<file path="src/hdl/patrq_pkg.sv">
// Shared types and constants for the per-accelerator task ring queues.
package patrq_pkg;

  localparam int MAX_ACC     = 32;
  localparam int SQ_DEPTH    = 32;
  localparam int ACC_W       = 5;
  localparam int SLOT_W      = 5;
  localparam int POS_W       = ACC_W + SLOT_W;
  localparam int TOTAL_SLOTS = MAX_ACC * SQ_DEPTH;
  localparam int CNT_W       = 6;
  localparam int SIZE_W      = 7;
  localparam int RDY_W       = 1 + SIZE_W + 64;
  localparam int DONE_W      = 1 + 64;

  typedef enum logic [2:0] {
    OP_SUBMIT   = 3'd0,
    OP_GET_ONE  = 3'd1,
    OP_GET_ANY  = 3'd2,
    OP_TAKE     = 3'd3,
    OP_POST     = 3'd4
  } op_t;

  typedef enum logic [1:0] {
    ST_OK      = 2'd0,
    ST_BUSY    = 2'd1,
    ST_EMPTY   = 2'd2,
    ST_BAD_ACC = 2'd3
  } status_t;

  typedef enum logic [2:0] {
    CMD_SUBMIT,
    CMD_GET_ONE,
    CMD_GET_ANY,
    CMD_TAKE,
    CMD_POST,
    CMD_BAD_ACC,
    CMD_UNKNOWN
  } cmd_kind_t;

  typedef enum logic [1:0] {
    BK_CLEAR,
    BK_IDLE,
    BK_CHECK
  } bk_state_t;

  typedef struct packed {
    logic [2:0]  opcode;
    logic [4:0]  accel_id;
    logic [63:0] task_info_address;
    logic [5:0]  argument_count;
    logic [4:0]  slot_index;
    logic [63:0] finished_task_id;
  } in_item_t;

  typedef struct packed {
    logic [1:0]  status;
    logic [4:0]  result_accel_id;
    logic [4:0]  result_slot;
    logic [63:0] result_task_address;
    logic [6:0]  result_task_size;
    logic [63:0] result_task_id;
  } out_item_t;

  typedef struct packed {
    cmd_kind_t          kind;
    logic [ACC_W-1:0]   acc;
    logic [SLOT_W-1:0]  slot;
    logic [63:0]        addr;
    logic [SIZE_W-1:0]  size;
    logic [63:0]        fid;
    logic [CNT_W-1:0]   n_live;
  } cmd_t;

  typedef struct packed {
    logic empty;
    logic full;
  } q_stat_t;

endpackage

</file>
<file path="src/hdl/patrq_front.sv">
// Front end: holds the accelerator count and classifies each accepted item.
module patrq_front
  import patrq_pkg::*;
(
  input  logic               clk,
  input  logic               rst_n,
  input  logic               cfg_we,
  input  logic [CNT_W-1:0]   cfg_wdata,
  input  in_item_t           item,
  output cmd_t               cmd
);

  logic [CNT_W-1:0] active_r;
  logic [CNT_W-1:0] n_live;
  logic [7:0]       size_raw;
  logic             bad_acc;

  // Hold the configured accelerator count
  always_ff @(posedge clk) begin
    if (!rst_n) begin
      active_r <= CNT_W'(1);
    end else if (cfg_we) begin
      active_r <= cfg_wdata;
    end
  end

  // Clamp the count to the supported range
  always_comb begin
    n_live = active_r;
    if (active_r == '0) n_live = CNT_W'(1);
    if (active_r > CNT_W'(MAX_ACC)) n_live = CNT_W'(MAX_ACC);
  end

  assign size_raw = {1'b0, item.argument_count, 1'b0} + 8'd3;
  assign bad_acc  = ({1'b0, item.accel_id} >= n_live);

  // Classify the transfer into a back-end command
  always_comb begin
    cmd.acc    = item.accel_id;
    cmd.slot   = item.slot_index;
    cmd.addr   = item.task_info_address;
    cmd.size   = size_raw[7] ? SIZE_W'(127) : size_raw[SIZE_W-1:0];
    cmd.fid    = item.finished_task_id;
    cmd.n_live = n_live;
    case (item.opcode)
      OP_GET_ANY: cmd.kind = CMD_GET_ANY;
      OP_SUBMIT:  cmd.kind = bad_acc ? CMD_BAD_ACC : CMD_SUBMIT;
      OP_GET_ONE: cmd.kind = bad_acc ? CMD_BAD_ACC : CMD_GET_ONE;
      OP_TAKE:    cmd.kind = bad_acc ? CMD_BAD_ACC : CMD_TAKE;
      OP_POST:    cmd.kind = bad_acc ? CMD_BAD_ACC : CMD_POST;
      default:    cmd.kind = CMD_UNKNOWN;
    endcase
  end

endmodule

</file>
<file path="config.mk">
export PLATFORM = sky130hd
export DESIGN_NAME = patrq_front
export DESIGN_NICKNAME = d
export VERILOG_FILES = /design/src/hdl/patrq_pkg.sv /design/src/hdl/patrq_front.sv
export SDC_FILE = /design/constraint.sdc
export NUM_CORES = 1
export LEC_CHECK = 0
export BUFFER_PORTS_ARGS = -buffer_cell sky130_fd_sc_hd__buf_2
export CAP_MARGIN = 25
export CORE_AREA = 2 2 122 124
export CTS_BUF_LIST = sky130_fd_sc_hd__clkbuf_8
export CTS_CLUSTER_DIAMETER = 30
export CTS_CLUSTER_SIZE = 8
export DETAILED_ROUTE_END_ITERATION = 6
export DIE_AREA = 0 0 124 126
export PLACE_DENSITY = 0.52
export SETUP_SLACK_MARGIN = 0.15
export SLEW_MARGIN = 0
export SYNTH_ARGS = -nofsm -noshare
export SYNTH_HDL_FRONTEND = slang
export SYNTH_SLANG_ARGS = --single-unit
</file>
<file path="constraint.sdc">
create_clock -name clk -period 2.4 [get_ports clk]
set_input_delay 0.6 -clock clk [delete_from_list [all_inputs] [get_ports clk]]
set_output_delay 0.6 -clock clk [all_outputs]
set_load 0.01 [all_outputs]
</file>
Word-level counts from Yosys, hierarchy flattened
Cells that the tools add are included.
- order comparisons: 2
- equality and inequality tests: 4
- add/subtract/negate cells: 1
- reductions and logical operators: 2
- multiplexer cells: 8
- operator list (operator ; number):
    case mux 3 bit (5 select lines) ; 1
    two-way mux 6 bit ; 2
    two-way mux 3 bit ; 3
    adder 7 x 2 -> 8 bit, second input constant ; 1
    two-way mux 7 bit ; 1
    == test 3 x 2 -> 1 bit, second input constant ; 2
    greater-or-equal comparator 5 x 6 -> 1 bit ; 1
    > comparator 6 bit, second input constant ; 1
    zero test 6 bit ; 1
    == test 3 x 1 -> 1 bit, second input constant ; 1
    == test 3 bit, second input constant ; 1
    zero test 3 bit ; 1
    two-way mux 1 bit ; 1
- word-level logic and storage cells: 18
- bits of input ports: 156
- output and inout port bits: 154
- flip-flop bits (word level): 6

Longest topological paths before layout
- depth in word-level cells: 6
- gate-level depth with buffers: 8
- gate-level depth less buffers: 8

Worst setup path after synthesis
Ideal clock, no wire load.
- kind: flip-flop to output port
- start point: register active_r[3]
- end point: output port cmd[153] (netlist bit)
- stages on the path, launching flop included: 9
- path buffers: 0
- data required time: 1.800 ns
- arrival: 1.657 ns
- slack: 0.143 ns
- cell sequence: dfxtp_1 -> nor4_1 -> nor2_1 -> nor2_1 -> ha_1 -> nand2b_1 -> a21oi_1 -> o21ai_2 -> a21o_1
- RTL lines (item ; line ; RTL):
    start, declared ; patrq_front.sv:13 ; logic [CNT_W-1:0] active_r;
    start signal, assigned ; patrq_front.sv:23 ; active_r <= cfg_wdata;
    end, declared ; patrq_front.sv:10 ; output cmd_t cmd

==> summary.txt <==
Run status
  • Run status: finished with violations
  • Failing checks: negative setup slack

Clocking
  • H-tree depth: 1
  • Clk buf depth: 2
  • Clock sinks: 6
  • CTS tree: done
  • Clock slew at reported path FFs: 0.04 ns
  • CTS root buffer: clkbuf_8
  • # hold bufs at CTS: 0
  • CTS Buf Count: 3
  • Clk Latency, worst-skew pair: 0.22 ns

Finish
  • Final cell count without fillers: 302
  • Cell area after layout: 1095 um2
  • Biggest regs: active_r: 6 flops
  • # diodes: 0
  • Filler cell count: 1693
  • Final core occ: 7.649%
  • Area growth from synthesis to layout: -31.43%
  • Most common cell after layout, fill and taps aside: buf_2
  • Biggest register: active_r
  • Commonest non-fill, non-tap cells in the layout: buf_2 (42), inv_1 (7)
  • Final nets: 282
  • Max reg flops: 6
  • Fraction of layout instances using a drive strength above 1: 50.00%

Pwr
  • Sw Ratio: 30.12%
  • PwrDens: 376.4 nW/um2
  • Peak supply drop: 0.0002091 V
  • Leak Pwr: 0.5006 nW
  • Sequential share of power: 27.0%
  • Psw: 124.1 uW
  • Tot Pwr: 412.1 uW
  • Clock Power Share: 36.5%
  • Internal power: 288.0 uW
  • Combinational power share: 36.5%

Yosys
  • Cell area after synthesis: 1597 um2
  • Synthesized instance count: 210
  • YS warnings: 0
  • Yosys reg bits: 6
  • Synth top area cells: buf_4 (65%), dfxtp_1 (7.5%), ha_1 (4.7%), mux2i_1 (3.8%), nand2b_1 (2.7%)
  • Top cell type by total area after synthesis: buf_4
  • Synth cell types: 27
  • Yosys top cell area share: 65.36%
  • Seq/Total Area, Yosys: 7.524%
  • Post-synthesis net count: 372
  • Syn_area_per_cell: 7.603 um2

Worst setup path
  • Worst R2R Start: active_r[5]
  • Worst setup path start: active_r[2]
  • Slowest-stage cell, CP: dfxtp_2
  • CP Max Fanout: 3
  • Largest stage delay on the critical path: 0.31 ns
  • CP required: 1.80 ns
  • Flop2flop setup slack: 1.55 ns
  • Setup CP Type: reg2out
  • CP Capture Type: primary output
  • Buf/Inv on CP: 1
  • CP arrival: 1.85 ns
  • Startpoint types: flip-flop
  • Worst-path cell chain: nor4_2 -> nor2_1 -> nor2_2 -> ha_1 -> nand2b_4 -> a21oi_4 -> o21ai_4 -> a21o_1 -> buf_2
  • Crit-path leading delay family: simple AND/OR/NAND/NOR gates

Global route
  • Gr usage total: 4.046%
  • Largest net degree at the start of global routing: 7
  • Total congestion overflow: 0
  • Vias in the first global route: 770
  • Initial antenna violation count: 0
  • First-pass GRT wire length: 4609 um

Timing
  • Final Setup Violations: 3
  • Fin Hold WS: 0.4908 ns
  • Max-slew violation count: 0
  • Max Clock Skew: 0 ns
  • Ratio of final minimum period to clock period: 102.1%
  • Fin. Hold Viols: 0
  • Clock period minus worst slack: 2.450 ns
  • TNS Setup: -0.1113 ns
  • RSZ-0062 raised after global routing: yes
  • Final WS setup: -0.05013 ns
  • FMAX: 408.1 MHz

Place
  • Hpwl dp: 2975 um
  • Port bufs: 42
  • Pre-CTS WS: 0.01685 ns
  • Inst Count DP: 299
  • Placed instance area: 1020 um2
  • GPL Wtd Cong: 0.7040

Die
  • Core ar.: 14310 um2
  • FP Rows: 44
  • Starting Density: 11.15%
  • Die ar.: 15620 um2
  • Die H: 126 um
  • I/O pins: 310
  • Die X: 124 um

Routing
  • DRT Pass-1 Iters: 4
  • # DRC: 0
  • Vias: 784
  • 1st-iter DRT viols: 9
  • Drt total wl: 3435 um
  • Final ANT Viol Nets: 0
  • Routed len/inst: 11.37 um
  • Avg Vias per Cell: 2.596

Flow run
  • Max Cap Viol: 0

Hold path
  • Class of the worst hold path: reg2reg
  • Hold Startpoint: active_r[0]
[synthesized netlist by cell type]
master / number
mux2_2: 1
nor2_1: 4
conb_1: 1
buf_2: 2
nor4_1: 1
o21ai_0: 2
nand2b_1: 7
a21oi_1: 3
nand4_1: 1
buf_4: 139
nor3_1: 1
o211ai_2: 1
a21oi_2: 1
xor2_1: 1
ha_1: 6
inv_1: 7
nand2_1: 5
a21o_1: 2
clkbuf_1: 1
a31oi_1: 1
nand3_1: 2
o21ai_2: 1
and2_1: 1
dfxtp_1: 6
o2bb2ai_1: 1
mux2i_1: 6
nor2b_1: 6
[layer usage]
metal,routed length (um),track usage [%]
met5,0,0
met4,489,6.477
met3,611,2.400
met2,1329,4.977
met1,1004,3.581
[power groups by stage]
stage / Clock (mW) / Combinational [mW] / Sequential (mW)
2_1_floorplan: 0 / 0.310 / 0.111
3_3_place_gp: 0 / 0.142 / 0.112
3_5_place_dp: 0 / 0.141 / 0.112
4_1_cts: 0.156 / 0.155 / 0.112
5_1_grt: 0.164 / 0.167 / 0.112
6_report: 0.150 / 0.150 / 0.111
[worst reg2reg max path: cells and delay by family, from the launching register on]
| family | cells | cell delay [ns] |
|---|---|---|
| flip-flops | 1 | 0.41 |
| buffers and inverters | 1 | 0.19 |
| AND/OR/NAND/NOR | 1 | 0.11 |
| multiplexers | 1 | 0.08 |
[cells by family (layout without fill, tap and decap cells)]
kind of cell	Yosys count	count (layout)	share of synthesized area [%]
buf+inv	149	57	67.87
simple gates	28	28	9.326
compound gates	12	12	5.329
mux	7	7	4.467
fa+ha+maj	6	6	4.702
flops	6	6	7.524
other cells	1	1	0.2349
xor+xnor	1	1	0.5487
[cell type report]
| type | instances | area, um2 | share of cell area, % |
|---|---|---|---|
| multi-input combinational | 55 | 427.9 | 39.09 |
| timing repair buffer | 47 | 247.7 | 22.63 |
| tap | 184 | 230.2 | 21.03 |
| sequential | 6 | 121.4 | 11.09 |
| clock buffer | 3 | 41.29 | 3.771 |
| inverter | 7 | 26.28 | 2.400 |
[timing repair]
item	4_1_cts	5_1_grt
gates resized for setup	6	0
buffers inserted	0	0
endpoints found under the setup margin	3	3
pin swaps	4	0
hold endpoints to repair	0	0
[path summary, 6_finish.rpt]
check | endpoint | cells past startpoint
worst max-delay path | cmd[153] | 9
worst min-delay path | active_r[0] | 2
worst max register to register | active_r[5] | 3
worst min register to register | active_r[0] | 2
Power figures use the tool's default switching activity.
