`config.mk`:
```
export PLATFORM = sky130hd
export DESIGN_NAME = patrq_cmd_q
export DESIGN_NICKNAME = d
export VERILOG_FILES = /design/src/hdl/patrq_pkg.sv /design/src/hdl/patrq_cmd_q.sv
export SDC_FILE = /design/constraint.sdc
export NUM_CORES = 1
export LEC_CHECK = 0
export ABC_CLOCK_PERIOD_IN_PS = 16250
export BUFFER_PORTS_ARGS = -buffer_cell sky130_fd_sc_hd__buf_2
export CELL_PAD_IN_SITES_DETAIL_PLACEMENT = 1
export CELL_PAD_IN_SITES_GLOBAL_PLACEMENT = 1
export CORE_MARGIN = 2
export CORE_UTILIZATION = 35
export CTS_CLUSTER_DIAMETER = 30
export DETAILED_ROUTE_END_ITERATION = 8
export PLACE_DENSITY = 0.63
export SYNTH_ARGS = -nofsm -noshare
export SYNTH_HDL_FRONTEND = slang
export SYNTH_SLANG_ARGS = --single-unit
```
`constraint.sdc`:
```
create_clock -name clk -period 16.25 [get_ports clk]
set_clock_uncertainty 0.05 [all_clocks]
set_input_delay 3.25 -clock clk [delete_from_list [all_inputs] [get_ports clk]]
set_output_delay 3.25 -clock clk [all_outputs]
set_load 0.02 [all_outputs]
```
`src/hdl/patrq_pkg.sv`:
```
// Shared types and constants for the per-accelerator task ring queues.
package patrq_pkg;

  localparam int MAX_ACC     = 32;
  localparam int SQ_DEPTH    = 32;
  localparam int ACC_W       = 5;
  localparam int SLOT_W      = 5;
  localparam int POS_W       = ACC_W + SLOT_W;
  localparam int TOTAL_SLOTS = MAX_ACC * SQ_DEPTH;
  localparam int CNT_W       = 6;
  localparam int SIZE_W      = 7;
  localparam int RDY_W       = 1 + SIZE_W + 64;
  localparam int DONE_W      = 1 + 64;

  typedef enum logic [2:0] {
    OP_SUBMIT   = 3'd0,
    OP_GET_ONE  = 3'd1,
    OP_GET_ANY  = 3'd2,
    OP_TAKE     = 3'd3,
    OP_POST     = 3'd4
  } op_t;

  typedef enum logic [1:0] {
    ST_OK      = 2'd0,
    ST_BUSY    = 2'd1,
    ST_EMPTY   = 2'd2,
    ST_BAD_ACC = 2'd3
  } status_t;

  typedef enum logic [2:0] {
    CMD_SUBMIT,
    CMD_GET_ONE,
    CMD_GET_ANY,
    CMD_TAKE,
    CMD_POST,
    CMD_BAD_ACC,
    CMD_UNKNOWN
  } cmd_kind_t;

  typedef enum logic [1:0] {
    BK_CLEAR,
    BK_IDLE,
    BK_CHECK
  } bk_state_t;

  typedef struct packed {
    logic [2:0]  opcode;
    logic [4:0]  accel_id;
    logic [63:0] task_info_address;
    logic [5:0]  argument_count;
    logic [4:0]  slot_index;
    logic [63:0] finished_task_id;
  } in_item_t;

  typedef struct packed {
    logic [1:0]  status;
    logic [4:0]  result_accel_id;
    logic [4:0]  result_slot;
    logic [63:0] result_task_address;
    logic [6:0]  result_task_size;
    logic [63:0] result_task_id;
  } out_item_t;

  typedef struct packed {
    cmd_kind_t          kind;
    logic [ACC_W-1:0]   acc;
    logic [SLOT_W-1:0]  slot;
    logic [63:0]        addr;
    logic [SIZE_W-1:0]  size;
    logic [63:0]        fid;
    logic [CNT_W-1:0]   n_live;
  } cmd_t;

  typedef struct packed {
    logic empty;
    logic full;
  } q_stat_t;

endpackage

```
`src/hdl/patrq_cmd_q.sv`:
```
// Two-entry command queue between the front end and the back end.
module patrq_cmd_q
  import patrq_pkg::*;
(
  input  logic    clk,
  input  logic    rst_n,
  input  logic    push,
  input  cmd_t    push_cmd,
  input  logic    pop,
  output cmd_t    head,
  output q_stat_t stat
);

  cmd_t       ent_r [2];
  logic       wp_r;
  logic       rp_r;
  logic [1:0] cnt_r;

  // Store pushed commands
  always_ff @(posedge clk) begin
    if (push) begin
      ent_r[wp_r] <= push_cmd;
    end
  end

  // Advance pointers and occupancy
  always_ff @(posedge clk) begin
    if (!rst_n) begin
      wp_r  <= 1'b0;
      rp_r  <= 1'b0;
      cnt_r <= 2'd0;
    end else begin
      if (push) wp_r <= ~wp_r;
      if (pop)  rp_r <= ~rp_r;
      cnt_r <= cnt_r + {1'b0, push} - {1'b0, pop};
    end
  end

  assign head       = ent_r[rp_r];
  assign stat.empty = (cnt_r == 2'd0);
  assign stat.full  = (cnt_r == 2'd2);

endmodule

```
# Word level (Yosys, flattened, before mapping)

Memory sizes are Yosys's and may differ from the RTL's. A register that Yosys moved wholly into a read port is not among the register bits.
Cells that the tools add are included.

Logic and storage cells: 14
Latch bits: 0
Bits in registers: 4
Output and inout port bits: 156
RAM bits: 308
Bits of input ports: 158
Memories: 1
Bits in read-only memories: 0

Bitwise gates (word level): 2
$mul: 0
Multiplexer cells: 4
Shift-type cells: 0
Reduce and logical (&&, ||, !) cells: 1
Divide/modulo/power cells: 0
Order comparisons: 0
Add/subtract/negate cells: 2
Equal/unequal tests: 1

Memory list:

| memory | depth | bits a word | rd ports | clocked after memory_dff | wr ports | RTL line          | text |
|---|---|---|---|---|---|---|---|
| ent_r  | 2     | 154         | 1        | 1                        | 1        | patrq_cmd_q.sv:14 | `cmd_t ent_r [2];` |

Operator list:

| kind               | count |
|---|---|
| $mux 1             | 4 |
| $add 2x1->2        | 1 |
| $eq 2x2->1 const B | 1 |
| $logic_not 2->1    | 1 |
| $not 1->1          | 2 |
| $sub 2x1->2        | 1 |

# Longest topological paths before layout

Gate-level depths: netlist of the first run.

Depth after elaboration: 3
Depth in mapped cells: 6
Gate-level depth less buffers: 6

# Worst setup path after synthesis of the first run

No wires, ideal clock.

Kind: input-to-reg
From: in push
To: mem ent_r[0][0] (netlist bit) (enable)
Setup time: 0.688 ns
Path buffers: 0
Stages on the path: 1
Arrival: 9.940 ns
Data required time: 15.512 ns
Setup slack: 5.572 ns
Path through: nor2b_1

Word-level cells in the longest chain between the ends: 2

Ends and longest elaborated chain:

| item                         | RTL line          | text |
|---|---|---|
| start: declaration           | patrq_cmd_q.sv:7  | `input logic push,` |
| $mux 1                       | patrq_cmd_q.sv:21 | `if (push) begin` |
| $mux 1 (implied by the code) | patrq_cmd_q.sv:22 | `ent_r[wp_r] <= push_cmd;` |
| end: declaration             | patrq_cmd_q.sv:14 |  |

No other way between the ends.

==> metrics.cfg, run 1 <==
[yosys]
ys_warn_count=0
synthAdderAreaFrac_pct=0.216
ys_seq_elements=313
synth.yosys.seq_area_share_pct=80.8
synth_xor_area_share_pct=0.270
synth_compound_area_share_pct=0.0649
synth_nets=660
synth_cell_type_count=14
synth-simple-area-share_pct=0.465
synth_cells=500
synth_mux_area_share_pct=16.9
netlist_area_um2=11600
synth_top_family_by_area=multiplexers
syn_area_per_cell_um2=23.1

[cts]
cts-buffers-inserted=75
cts_resized=0
hold_buffers=0
post_cts_buffers=0
cts_tree=built
clock_latency_ns=0.56
cts_sinks=313
clkTransAtPathRegs_ns=0.04
cts_buffer_depth=3
cts-htree-levels=3
cts_root_buf=clkbuf_16

[power_and_ir_drop]
p_comb_share_pct=8.4
p_sw_uw=589
p_seq_share_pct=36.3
intPower_uw=2050
power-per-cell-area_nw_per_um2=163
leakagePower_uw=0.00630
ir_drop_uv=129
clkPwrFrac_pct=55.4
swShare_pct=22.4

[detailed_routing]
num_vias=6099
drtIter0Drc=269
drtAntennaViolNets=0
drc=0
viasPerCell=4.40
firstDrtPassIters=4
routedWlPerCell_um=18.9
wl_um=26200

[grt]
grt-ovfl-total=0
grt_start_max_net_pins=71
grt_pass1_wl_um=38100
antenna_found_initial=7
grt_pass1_vias=6748
grt_use_total_pct=15.0

[timing]
tns_ns=0
fin_hold_ws_ns=0.534
maxSlewViolCount=0
grt_setup_unrepaired=false
period_share_pct=38.9
max_freq_mhz=158
relSlewSlack_pct=26.4
hold_violations=0
tightest_slew_ns=1.10
min_period_ns=6.33
setup_viol=0

[run_status]
status=finished clean

[die]
core-area_um2=32500
num_io_pins=314
chipWidth_um=186
start_util_pct=35.6
die_height_um=186
dieArea_um2=34500
num_rows=66

[place]
globalplace.congestion=0.742
hpwlAfterDp_um=16500
numPortBuffers=313

[finish]
layout_commonest_cell=buf_2
areaGrowthSynthToFinish_pct=39.4
nFillCells=3147
drive_gt1_share_pct=63.0
final_cell_mix=buf_2 (313), edfxtp_1 (308), mux2_2 (94)
nets=1039

[hold_path]
hold_path_class=reg -> reg
whs_path_depth=2

[critical_path]
required_ns=12.95
worstSetupPathType=reg -> out
r2r_cells=2
critPathCaptureType=output pin
critical_path_arrival_ns=3.03
path_max_fanout=63
critPathLaunchType=flop

[flow_run]
maxCapViolCount=0

## worst paths after layout
kind	startpoint	to	slack, ns
hold / removal	rp_r$_SDFFE_PN0P_	flop	0.53
setup / recovery	flop	head[19]	9.92
hold reg to reg	rp_r$_SDFFE_PN0P_	flop	0.53
setup reg to reg	wp_r$_SDFFE_PN0P_	ent_r[0][108]$_DFFE_PP_	13.73
## Yosys cell counts (all sizes together)
master | number | area (µm²)
edfxtp | 308 | 9250
dfxtp | 5 | 100
inv | 2 | 7.51
xnor3 | 1 | 22.5
ha | 2 | 25.0
and2 | 4 | 25.0
nor2 | 1 | 3.75
xor2 | 1 | 8.76
buf | 17 | 135
nor2b | 4 | 25.0
mux2 | 154 | 1960
o21a | 1 | 7.51
## power by group through the flow
stage,registers [µW],clock network [µW],logic [µW]
after floorplan,966,0,150
after global placement,967,0,220
after detailed placement,969,0,223
after CTS,956,1500,224
after global routing,959,1530,236
final,955,1460,220
## worst max-delay path: stages, from the launching register on
cell and delay, ns:
dfxtp_4 0.91, buf_4 0.91, mux2_2 0.43, buf_2 0.16
## layout make-up
type	instances	area, µm²	share of cell area [%]
Multi-Input combinational cell	168	2090	12.9
Inverter	2	7.51	0.0465
Antenna cell	4	10.0	0.0621
Timing Repair Buffer	319	1610	9.99
Clock buffer	88	1990	12.3
Tap cell	442	553	3.43
Sequential cell	313	9350	58.0
Clock inverter	49	517	3.20
## logic make-up after synthesis
family / count (synthesis)
mux: 154
xor+xnor: 2
buf+inv: 19
compound gates: 1
flops: 313
fa+ha+maj: 2
simple gates: 9
## stage by stage
step	std cells	total power (µW)	area, µm²	worst slack [ns]	utilization [%]
2_1_floorplan	500	1120	11600	5.57	-
3_3_place_gp	1244	1190	13600	10.47	41.8
3_5_place_dp	1244	1190	13600	10.43	41.8
4_1_cts	1381	2680	16100	9.82	49.5
5_1_grt	1383	2730	16100	9.72	49.6
6_report	1385	2630	16100	9.92	49.6
## routing by layer
metal / up-vias / share of wire [%] / global-route usage [%]
li1: 2799 / - / -
met2: 275 / 48 / 23.8
met3: 68 / 11 / 7.71
met1: 2951 / 39 / 16.7
met5: - / 0.15 / 0
met4: 6 / 2.7 / 7.09
## flip-flops by register name, indices dropped and copies added, names as in the netlist, named ones only
name / flops
rp_r: 1
wp_r: 1
ent_r: 308
cnt_r: 2
Note: power is estimated with default switching activity, not from simulation.
==> inputs of run 2 (changes only) <==
--- a/config.mk
+++ b/config.mk
@@ -5,7 +5,7 @@
 export SDC_FILE = /design/constraint.sdc
 export NUM_CORES = 1
 export LEC_CHECK = 0
-export ABC_CLOCK_PERIOD_IN_PS = 16250
+export ABC_CLOCK_PERIOD_IN_PS = 6130
 export BUFFER_PORTS_ARGS = -buffer_cell sky130_fd_sc_hd__buf_2
 export CELL_PAD_IN_SITES_DETAIL_PLACEMENT = 1
 export CELL_PAD_IN_SITES_GLOBAL_PLACEMENT = 1
==> constraint.sdc (replaced) <==
create_clock -name clk -period 6.13 [get_ports clk]
set_clock_uncertainty 0.05 [all_clocks]
set_input_delay 1.226 -clock clk [delete_from_list [all_inputs] [get_ports clk]]
set_output_delay 1.226 -clock clk [all_outputs]
set_load 0.02 [all_outputs]
==> run 2 against run 1 <==
Net effect: sequential power rose to 2.6 times the previous value; critical path depth did not move; flip-flop and latch count did not move; via count fell by 1.6%; largest cell class unchanged; highest routed layer unchanged.
==> metrics.cfg, run 2 (synthesis gave the netlist of run 1 again) <==
[detailed_routing]
drc=0  ; unchanged
routedWlPerCell_um=18.1  ; was 18.9 µm
drtAntennaViolNets=0  ; unchanged
viasPerCell=4.38  ; was 4.40
wl_met3_um=2590  ; was 2780 µm
firstDrtPassIters=6  ; was 4
num_vias=6003  ; was 6099
wl_um=24800  ; was 26200 µm
drtIter0Drc=255  ; was 269
wl_met1_um=9600  ; was 10200 µm
routed.top_layer=met5  ; unchanged
dr_wl_met2_um=12100  ; was 12600 µm

[cts]
cts_tree=built  ; unchanged
cts_sinks=313  ; unchanged
hold_buffers=0  ; unchanged
cts-htree-levels=3  ; unchanged
cts_resized=0  ; unchanged
cts_buffer_depth=3  ; unchanged
post_cts_buffers=0  ; unchanged
clock_latency_ns=0.53  ; was 0.56 ns
cts-buffers-inserted=69  ; was 75
cts_root_buf=clkbuf_16  ; unchanged
clkTransAtPathRegs_ns=0.04  ; about the same

[grt]
grt_pass1_wl_um=37000  ; was 38100 µm
grt_start_max_net_pins=90  ; was 71
grt_use_total_pct=14.3  ; was 15.0%
antenna_found_initial=3  ; was 7
grt_pass1_vias=6465  ; was 6748
grt-ovfl-total=0  ; unchanged

[place]
globalplace.congestion=0.698  ; was 0.742
hpwlAfterDp_um=15700  ; was 16500 µm
numPortBuffers=313  ; unchanged

[timing]
period_share_pct=64.9
tns_ns=0  ; unchanged
max_freq_mhz=252
min_period_ns=3.98
hold_violations=0  ; unchanged
setup_viol=0  ; unchanged
grt_setup_unrepaired=false  ; unchanged
maxSlewViolCount=0  ; unchanged
relSlewSlack_pct=36.2  ; was 26.4%
tightest_slew_ns=0.957  ; was 1.10 ns

[finish]
nFillCells=3133  ; was 3147
areaGrowthSynthToFinish_pct=38.2  ; was 39.4%
reg_top3=ent_r x308, cnt_r x2  ; unchanged
nets=1033  ; was 1039
max_flop_register=ent_r  ; unchanged
layout_commonest_cell=buf_2  ; unchanged
largest_reg_flops=308  ; unchanged
drive_gt1_share_pct=62.6  ; was 63.0%
final_cell_mix=buf_2 (313), edfxtp_1 (308), mux2_2 (94)  ; unchanged

[run_status]
status=finished clean  ; unchanged

[power_and_ir_drop]
ir_drop_uv=212  ; was 129 µV
power-per-cell-area_nw_per_um2=422  ; was 163 nW/µm²
p_seq_share_pct=37.5  ; was 36.3%
intPower_uw=5270  ; was 2050 µW
p_comb_share_pct=8.6  ; was 8.4%
leakagePower_uw=0.00618  ; was 0.00630 µW
swShare_pct=21.9  ; was 22.4%
p_total_uw=6750  ; was 2630 µW
p_sw_uw=1480  ; was 589 µW
clkPwrFrac_pct=53.9  ; was 55.4%

[die]
chipWidth_um=186  ; unchanged
dieArea_um2=34500  ; unchanged
start_util_pct=35.6  ; unchanged
num_io_pins=314  ; unchanged
num_rows=66  ; unchanged
die_height_um=186  ; unchanged
core-area_um2=32500  ; unchanged

[critical_path]
r2r_slack_ns=4.02  ; was 13.73 ns
critical_path_arrival_ns=2.70  ; was 3.03 ns
worstSetupPathType=reg -> out  ; unchanged
critPathCaptureType=output pin  ; unchanged
path_max_fanout=57  ; was 63
required_ns=4.85  ; was 12.95 ns
critPathLaunchType=flop  ; unchanged

[hold_path]
hold_path_class=reg -> reg  ; unchanged

[flow_run]
maxCapViolCount=0  ; unchanged

==> run 2: cell types whose count changed in the layout (fill, tap and decap cells not counted) <==
| cell | previous run | this run |
|---|---|---|
| buf_12 | 0 | 3 |
| buf_4 | 6 | 3 |
| clkbuf_1 | 10 | 7 |
| clkbuf_16 | 78 | 73 |
| clkinv_1 | 11 | 13 |
| clkinv_2 | 17 | 5 |
| clkinv_8 | 1 | 0 |
| clkinvlp_4 | 3 | 11 |
| diode_2 | 4 | 2 |
| inv_16 | 1 | 0 |
| inv_6 | 4 | 2 |
| inv_8 | 0 | 1 |
==> run 2: per-stage QoR <==
stage	area (µm²)	std cells	hold slack (ns)	util (%)	setup slack, ns
after floorplan	11600	500	0.505	-	0.384
final	16000	1370	0.550	49.1	2.15
after detailed placement	13600	1244	0.541	42.0	2.64
after global routing	16000	1370	0.577	49.1	1.99
after CTS	16000	1368	0.556	49.1	2.08
after global placement	13600	1244	0.512	42.0	2.69
==> run 2: layout make-up <==
type                    instances  area, µm²  area share [%]
diodes                          2       5.00          0.0313
clock buffers                  80       1850            11.6
clock inverters                44        482            3.01
inverters                       2       7.51          0.0470
multi-input cells             168       2090            13.1
flip-flops and latches        313       9350            58.5
well taps                     442        553            3.46
repair buffers                319       1650            10.3
==> run 2: routing by layer <==
layer / global-route usage (%) / vias to the layer above
li1: - / 2773
met1: 16.9 / 2927
met2: 22.9 / 256
met3: 6.12 / 45
met4: 6.02 / 2
met5: 0 / -
==> run 2: worst max-delay path, stage by stage (launching register included) <==
cell and delay [ns]:
dfxtp_4 0.95, buf_4 0.59, mux2_2 0.39, buf_2 0.16
==> run 2: final timing paths <==
| path | endpoint | startpoint | depth (start not counted) |
|---|---|---|---|
| setup / recovery | head[0] | flop | 3 |
| setup reg to reg | ent_r[0][20]$_DFFE_PP_ | wp_r$_SDFFE_PN0P_ | 2 |
| hold reg to reg | rp_r$_SDFFE_PN0P_ | rp_r$_SDFFE_PN0P_ | 2 |
| hold / removal | rp_r$_SDFFE_PN0P_ | rp_r$_SDFFE_PN0P_ | 2 |
==> run 2: power by group through the flow <==
stage               Clock (µW)  Combinational, µW  Sequential [µW]
finish                    3630                582             2530
detailed placement           0                593             2570
global placement             0                585             2560
global route              3830                627             2540
floorplan                    0                397             2550
CTS                       3720                596             2530
